===== src/rtl/fgv_pkg.sv =====
// Shared types and constants for the tile grid disc visibility stamper.
// Holds map geometry, fog bit codes, command codes and the walker request struct.
// No dependencies.
package fgv_pkg;

  localparam int NumTeams  = 4;
  localparam int MaxSide   = 64;
  localparam int MaxRadius = 63;

  localparam int TeamTiles = MaxSide * MaxSide;
  localparam int MemDepth  = NumTeams * TeamTiles;
  localparam int TeamAw    = $clog2(NumTeams);
  localparam int TileAw    = $clog2(TeamTiles);
  localparam int MemAw     = TeamAw + TileAw;
  localparam int CoordW    = $clog2(MaxSide);
  localparam int SideW     = CoordW + 1;
  localparam int RadW      = 6;
  localparam int SqW       = 2 * RadW;

  typedef logic [1:0] fog_t;

  localparam fog_t FogHidden  = 2'b00;
  localparam fog_t SeenBit    = 2'b01;
  localparam fog_t StealthBit = 2'b10;

  typedef enum logic [1:0] {
    CmdClear = 2'd0,
    CmdStamp = 2'd1,
    CmdQuery = 2'd2
  } cmd_e;

  typedef enum logic {
    CfgMapWidth  = 1'b0,
    CfgMapHeight = 1'b1
  } cfg_e;

  // One tile visit issued by the walker.
  typedef struct packed {
    logic              valid;
    logic              fin;
    logic [TileAw-1:0] tile;
    logic              seen;
    logic              stealth;
  } walk_t;

  function automatic logic [RadW-1:0] clamp_rad(logic [RadW-1:0] r);
    logic [RadW-1:0] res;
    res = r;
    if (int'(r) > MaxRadius) begin
      res = RadW'(MaxRadius);
    end
    return res;
  endfunction

endpackage


===== src/rtl/fgv_walker.sv =====
// Tile walker: clips the stamp square to the map and issues one tile a cycle,
// with the seen and stealth masks from the squared distance. Uses fgv_pkg.
module fgv_walker (
  input  logic                      clk_i,
  input  logic                      rst_ni,
  input  logic                      go_i,
  input  logic signed [8:0]         center_x_i,
  input  logic signed [8:0]         center_y_i,
  input  logic [fgv_pkg::RadW-1:0]  sight_i,
  input  logic [fgv_pkg::RadW-1:0]  stealth_i,
  input  logic [fgv_pkg::SideW-1:0] map_w_i,
  input  logic [fgv_pkg::SideW-1:0] map_h_i,
  output fgv_pkg::walk_t            walk_o
);

  typedef enum logic [3:0] {
    W_IDLE  = 4'b0001,
    W_BOUND = 4'b0010,
    W_BASE  = 4'b0100,
    W_RUN   = 4'b1000
  } walk_state_e;

  walk_state_e state_q, state_d;

  logic signed [8:0]               cx_q, cy_q;
  logic [fgv_pkg::RadW-1:0]        reach_q;
  logic [fgv_pkg::SqW-1:0]         sight2_q, stealth2_q;
  logic [fgv_pkg::CoordW-1:0]      lo_x_q, hi_x_q, hi_y_q, x_q, x_d, y_q, y_d;
  logic                            empty_q;
  logic [fgv_pkg::TileAw-1:0]      row_base_q, row_base_d;

  logic [fgv_pkg::RadW-1:0]        sight_c, stealth_c;
  logic signed [9:0]               cx_ext, cy_ext, reach_ext, wm1, hm1;
  logic signed [9:0]               lo_xs, hi_xs, lo_ys, hi_ys, lo_xc, hi_xc, lo_yc, hi_yc;
  logic signed [9:0]               dx, dy, ndx, ndy;
  logic [fgv_pkg::RadW-1:0]        adx, ady;
  logic [fgv_pkg::SqW-1:0]         sqx, sqy;
  logic [fgv_pkg::SqW:0]           d2;

  assign sight_c   = fgv_pkg::clamp_rad(sight_i);
  assign stealth_c = fgv_pkg::clamp_rad(stealth_i);

  // Clip the square to the map.
  always_comb begin
    cx_ext    = {cx_q[8], cx_q};
    cy_ext    = {cy_q[8], cy_q};
    reach_ext = {4'b0, reach_q};
    wm1       = {3'b0, map_w_i} - 10'sd1;
    hm1       = {3'b0, map_h_i} - 10'sd1;
    lo_xs     = cx_ext - reach_ext;
    hi_xs     = cx_ext + reach_ext;
    lo_ys     = cy_ext - reach_ext;
    hi_ys     = cy_ext + reach_ext;
    lo_xc     = (lo_xs < 10'sd0) ? 10'sd0 : lo_xs;
    lo_yc     = (lo_ys < 10'sd0) ? 10'sd0 : lo_ys;
    hi_xc     = (hi_xs > wm1) ? wm1 : hi_xs;
    hi_yc     = (hi_ys > hm1) ? hm1 : hi_ys;
  end

  // Squared distance of the current tile; offsets stay within the reach.
  always_comb begin
    dx  = {4'b0, x_q} - cx_ext;
    dy  = {4'b0, y_q} - cy_ext;
    ndx = -dx;
    ndy = -dy;
    adx = dx[9] ? ndx[fgv_pkg::RadW-1:0] : dx[fgv_pkg::RadW-1:0];
    ady = dy[9] ? ndy[fgv_pkg::RadW-1:0] : dy[fgv_pkg::RadW-1:0];
    sqx = fgv_pkg::SqW'(adx) * fgv_pkg::SqW'(adx);
    sqy = fgv_pkg::SqW'(ady) * fgv_pkg::SqW'(ady);
    d2  = {1'b0, sqx} + {1'b0, sqy};
  end

  always_comb begin
    state_d        = state_q;
    x_d            = x_q;
    y_d            = y_q;
    row_base_d     = row_base_q;
    walk_o.valid   = 1'b0;
    walk_o.fin     = 1'b0;
    walk_o.tile    = row_base_q + fgv_pkg::TileAw'(x_q);
    walk_o.seen    = d2 < {1'b0, sight2_q};
    walk_o.stealth = d2 < {1'b0, stealth2_q};
    case (state_q)
      W_IDLE: begin
        if (go_i) begin
          state_d = W_BOUND;
        end
      end
      W_BOUND: begin
        y_d     = lo_yc[fgv_pkg::CoordW-1:0];
        state_d = W_BASE;
      end
      W_BASE: begin
        row_base_d = fgv_pkg::TileAw'(y_q) * fgv_pkg::TileAw'(map_w_i);
        x_d        = lo_x_q;
        if (empty_q) begin
          walk_o.fin = 1'b1;
          state_d    = W_IDLE;
        end else begin
          state_d = W_RUN;
        end
      end
      W_RUN: begin
        walk_o.valid = 1'b1;
        if (x_q == hi_x_q) begin
          x_d = lo_x_q;
          if (y_q == hi_y_q) begin
            walk_o.fin = 1'b1;
            state_d    = W_IDLE;
          end else begin
            y_d        = y_q + 1'b1;
            row_base_d = row_base_q + fgv_pkg::TileAw'(map_w_i);
          end
        end else begin
          x_d = x_q + 1'b1;
        end
      end
      default: begin
        state_d = W_IDLE;
      end
    endcase
  end

  always_ff @(posedge clk_i or negedge rst_ni) begin
    if (!rst_ni) begin
      state_q <= W_IDLE;
    end else begin
      state_q <= state_d;
    end
  end

  always_ff @(posedge clk_i) begin
    x_q        <= x_d;
    y_q        <= y_d;
    row_base_q <= row_base_d;
    if (state_q == W_IDLE && go_i) begin
      cx_q       <= center_x_i;
      cy_q       <= center_y_i;
      reach_q    <= (sight_c > stealth_c) ? sight_c : stealth_c;
      sight2_q   <= fgv_pkg::SqW'(sight_c) * fgv_pkg::SqW'(sight_c);
      stealth2_q <= fgv_pkg::SqW'(stealth_c) * fgv_pkg::SqW'(stealth_c);
    end
    if (state_q == W_BOUND) begin
      lo_x_q  <= lo_xc[fgv_pkg::CoordW-1:0];
      hi_x_q  <= hi_xc[fgv_pkg::CoordW-1:0];
      hi_y_q  <= hi_yc[fgv_pkg::CoordW-1:0];
      empty_q <= (lo_xc > hi_xc) || (lo_yc > hi_yc);
    end
  end

endmodule


===== config.mk =====
export PLATFORM = sky130hd
export DESIGN_NAME = fgv_walker
export DESIGN_NICKNAME = d
export VERILOG_FILES = /design/src/rtl/fgv_pkg.sv /design/src/rtl/fgv_walker.sv
export SDC_FILE = /design/constraint.sdc
export NUM_CORES = 1
export LEC_CHECK = 0
export BUFFER_PORTS_ARGS = -buffer_cell sky130_fd_sc_hd__buf_4
export CAP_MARGIN = 0
export CORE_MARGIN = 2
export CORE_UTILIZATION = 35
export CTS_BUF_LIST = sky130_fd_sc_hd__clkbuf_4
export CTS_CLUSTER_SIZE = 30
export DETAILED_ROUTE_END_ITERATION = 10
export SETUP_SLACK_MARGIN = 0.1
export SLEW_MARGIN = 0
export SYNTH_ARGS = -nofsm -noshare
export SYNTH_HDL_FRONTEND = slang
export SYNTH_SLANG_ARGS = --single-unit

===== constraint.sdc =====
create_clock -name clk_i -period 18.7 [get_ports clk_i]
set_clock_uncertainty 0.1 [all_clocks]
set_input_delay 0.935 -clock clk_i [delete_from_list [all_inputs] [get_ports clk_i]]
set_output_delay 0.935 -clock clk_i [all_outputs]
set_load 0.01 [all_outputs]

**After elaboration in Yosys (flattened, before gate mapping)**

Cells that the tools add are included.

- Input bits: 47
- Word-level logic and storage cells: 84
- Register bits: 95
- Output and inout port bits: 16

- Eq/ne operators: 10
- $lt $le $gt $ge: 9
- Add/subtract/negate cells: 15
- Multiply operators: 5
- Mux-type cells: 25
- Reduce and logical (&&, ||, !) cells: 7

Operators by type and width:

| kind | count |
|---|---|
| 6-bit by 6-bit multiplier with 12-bit output | 4 |
| 10-bit two-way mux | 4 |
| 6-bit two-way mux | 6 |
| 13-bit by 12-bit less-than comparator with 1-bit output | 2 |
| 12-bit two-way mux | 2 |
| 12-bit one-hot mux with 2 select lines | 1 |
| 6-bit one-hot mux with 2 select lines | 2 |
| 9-bit by 7-bit adder with 10-bit output | 2 |
| 10-bit > comparator | 2 |
| 10-bit by 8-bit > comparator with 1-bit output | 2 |
| 10-bit by 1-bit less-than comparator with 1-bit output (second input constant) | 2 |
| 7-bit by 9-bit subtractor with 10-bit output | 2 |
| 9-bit by 7-bit subtractor with 10-bit output | 2 |
| 4-bit two-way mux | 4 |
| 4-bit one-hot mux with 4 select lines | 1 |
| 7-bit by 1-bit subtractor with 8-bit output (second input constant) | 2 |
| 12-bit by 12-bit adder with 13-bit output | 1 |
| 12-bit by 6-bit adder with 12-bit output | 1 |
| 12-bit by 7-bit adder with 12-bit output | 1 |
| 6-bit by 1-bit adder with 6-bit output (second input constant) | 2 |
| 6-bit equality test | 2 |
| 6-bit by 7-bit multiplier with 12-bit output | 1 |
| 6-bit negator | 2 |
| 3-bit AND reduction | 3 |
| other kinds (11) | 18 |

**Depth between registers and ports, before layout**

- Word-level depth: 6
- Depth in mapped cells: 34
- Mapped depth without buffers: 33

**Least setup slack after synthesis**

No wires, ideal clock.

- Kind: reg2out
- Start point: register y_q[0] (netlist bit)
- End point: output walk_o[0] (netlist bit)
- Buffers on the path: 1
- Slack: 10.237 ns
- Stages on the path, launching flop included: 31
- Data arrival time: 7.428 ns
- Required time: 17.665 ns
- Path through: edfxtp_1 clkbuf_1 inv_1 ha_1 fa_1 nand2b_1 a21oi_2 xor2_2 o32ai_2 xnor2_1 nand2_1 fa_1 fa_1 inv_1 fa_1 inv_1 fa_1 fa_1 inv_1 ha_1 a21o_1 a21oi_1 o21ai_0 a21oi_1 o21ai_0 xor2_1 ha_1 and3_1 o2111ai_1 nor2_1 nor4bb_1

RTL lines:

| element | line | RTL |
|---|---|---|
| start: declaration | fgv_walker.sv:28 | `logic [fgv_pkg::CoordW-1:0] lo_x_q, hi_x_q, hi_y_q, x_q, x_d, y_q, y_d;` |
| start signal: assignment | fgv_walker.sv:134 | `y_q <= y_d;` |
| end: declaration | fgv_walker.sv:13 | `output fgv_pkg::walk_t walk_o` |

==> results.toml <==
[status]
status = "finished, final reports clean"

[timing]
maxSlewHeadroom_pct = 34.58
finalSetupViolations = 0
min_period_ns = 9.538
holdWs_ns = 0.09099
max_freq_mhz = 104.8
worst_pin_slew_ns = 0.9737
rsz0062_at_grt = "no"
fin_crit_sh_pct = 51.01
hold_viol = 0
fin_setup_tns_ns = 0
drv_slew = 0

[detailed_routing]
vias = 9083
routed_wl_um = 27300
wl_per_cell_um = 14.77
drt_first_pass_iters = 5
drt-initial-drc-count = 481
viasPerCell = 4.912
ant_nets = 0
route.detailed.drc = 0

[setup_path]
cpMaxStageDelayCell = "fa_1"
worstReg2RegStart = "reach_q[1]"
max_stage_delay_ns = 0.60
endpoint_kind = "output pin"
arrival_ns = 8.50
critical_path_class = "reg2out"
cp-start-kind = "flip-flop"
cp.required_ns = 17.67
critical_path_peak_fanout = 9
path_common_cell = "fa_1"
crit_path_start = "y_q[0]"

[placed_design]
port_buffers = 62
place_area_um2 = 13180
place_congestion = 0.8652
hpwlAfterDp_um = 22700

[floorplanning]
coreArea_um2 = 34460
die_h_um = 190.8
placementRows = 68
ios = 63
dieArea_um2 = 36420
die_w_um = 190.8
initial_utilization_pct = 35.46

[clock_network]
h-tree-depth = 3
post-cts-setup-buffers = 0
cts_hold_buf = 0
clk_pin_slew_worst_paths_ns = 0.18
cts_max_path_buffers = 2
root_buffer = "clkbuf_4"
numCtsBuffers = 9
clk_latency_ns = 0.52
cts_tree = "yes"
cts_sinks = 93
cts_resized = 0

[yosys]
synth_edf_count = 89
synthTopCellsByCount = "inv_1, ha_1, nor2_1"
seq_area_frac_synth_pct = 22.70
synth_cells = 1341
synth.distinct_cells = 73
netlist_top_cells_area = "edfxtp_1, ha_1, fa_1, inv_1, xnor2_1"
syn_avg_cell_area_um2 = 9.111
synthArstFlopShare_pct = 4.301
synth_nets = 1657
synth_seq_cells = 93
ys.warnings.count = 0
yosys.area.top_type = "edfxtp_1"
yosysMostFrequentCell = "inv_1"
syn-cell-area_um2 = 12220
ys.flop_type = "edfxtp_1"
synth_top_area_share_pct = 21.87

[finish]
finalInstanceArea_um2 = 13290
final_nets = 1705
area_growth_pct = 8.807
drive_gt1_share_pct = 8.543
finish.utilization_pct = 38.58

[global_routing]
antenna_found_initial = 1
overflow = 0
grt_max_degree = 47
grt_pass1_vias = 9133
grtUsageTotal_pct = 15.70
grt_pass1_wl_um = 45260

[worst_hold_path]
hold_path_class = "in2async"

[flow_run]
maxCapViolations = 0
-- final cells by class --
| class | instances | area [um^2] |
|---|---|---|
| Fill cell | 3513 | 21160 |
| Clock inverter | 6 | 46.29 |
| Antenna cell | 1 | 2.502 |
| Inverter | 210 | 788.3 |
| Clock buffer | 9 | 67.56 |
| Sequential cell | 93 | 2774 |
| Tap cell | 455 | 569.3 |
| Multi-Input combinational cell | 1008 | 8543 |
| Timing Repair Buffer | 67 | 503.0 |
-- cell families (layout without fill, tap and decap cells) --
family | Yosys count | after routing | synth area share [%]
AND/OR/NAND/NOR | 363 | 363 | 14.19
adder cells (fa/ha/maj) | 269 | 269 | 32.34
buffers and inverters | 240 | 292 | 7.455
AO/OA/AOI/OAI | 230 | 230 | 12.33
XOR/XNOR | 126 | 126 | 9.155
flip-flops | 93 | 93 | 22.70
multiplexers | 20 | 20 | 1.823
other | 0 | 1 | 0
-- state kept, by name (all words and copies together), names as in the netlist --
name        cells
cx_q            9
cy_q            9
empty_q         1
hi_x_q          6
hi_y_q          6
lo_x_q          6
reach_q         6
row_base_q     12
sight2_q       11
state_q         4
stealth2_q     11
x_q             6
y_q             6
-- cell usage in the layout, fill, tap and decap left out, types with 41 or more instances in the layout --
master and count:
ha_1 191, o21ai_0 49, xnor2_1 83, nor2_1 104, fa_1 78, buf_4 67, edfxtp_1 89, nand2_1 102
xor2_1 41, a21oi_1 69, inv_1 209
-- path summary, 6_finish.rpt --
path / endpoint / slack [ns] / cells after the start
worst max-delay path: walk_o[0] / 9.16 / 30
worst min-delay path: state_q[3] / 0.09 / 1
worst max register to register: empty_q / 12.43 / 24
worst min register to register: x_q[3] / 0.45 / 2
max in group asynchronous: state_q[0] / 18.22 / 1
min in group clk_i: x_q[3] / 0.45 / 2
-- layer usage --
metal	GRT usage [%]	vias up	share of wire, %
met5	0	-	0
met4	4.651	0	1.8
met3	2.245	28	4.0
met2	25.74	153	47
met1	21.41	4313	48
li1	-	4589	-
-- critical path: cells and delay by family, from the launching register on --
family | cells | cell delay, ns
adders and majority gates | 9 | 3.88
AOI/OAI and AO/OA | 8 | 1.29
xor gates and xnor gates | 3 | 0.80
buffers and inverters | 5 | 0.50
and+or+nand+nor | 5 | 0.95
DFF | 1 | 0.55
-- metrics by stage --
step	worst slack [ns]	std cells
2_1_floorplan	10.24	1341
3_3_place_gp	9.897	1833
3_5_place_dp	9.747	1833
4_1_cts	9.077	1848
5_1_grt	8.519	1849
6_report	9.162	1849
Power is not shown: default switching activity piles up to over one toggle a cycle in this logic, so the estimate is an artifact.
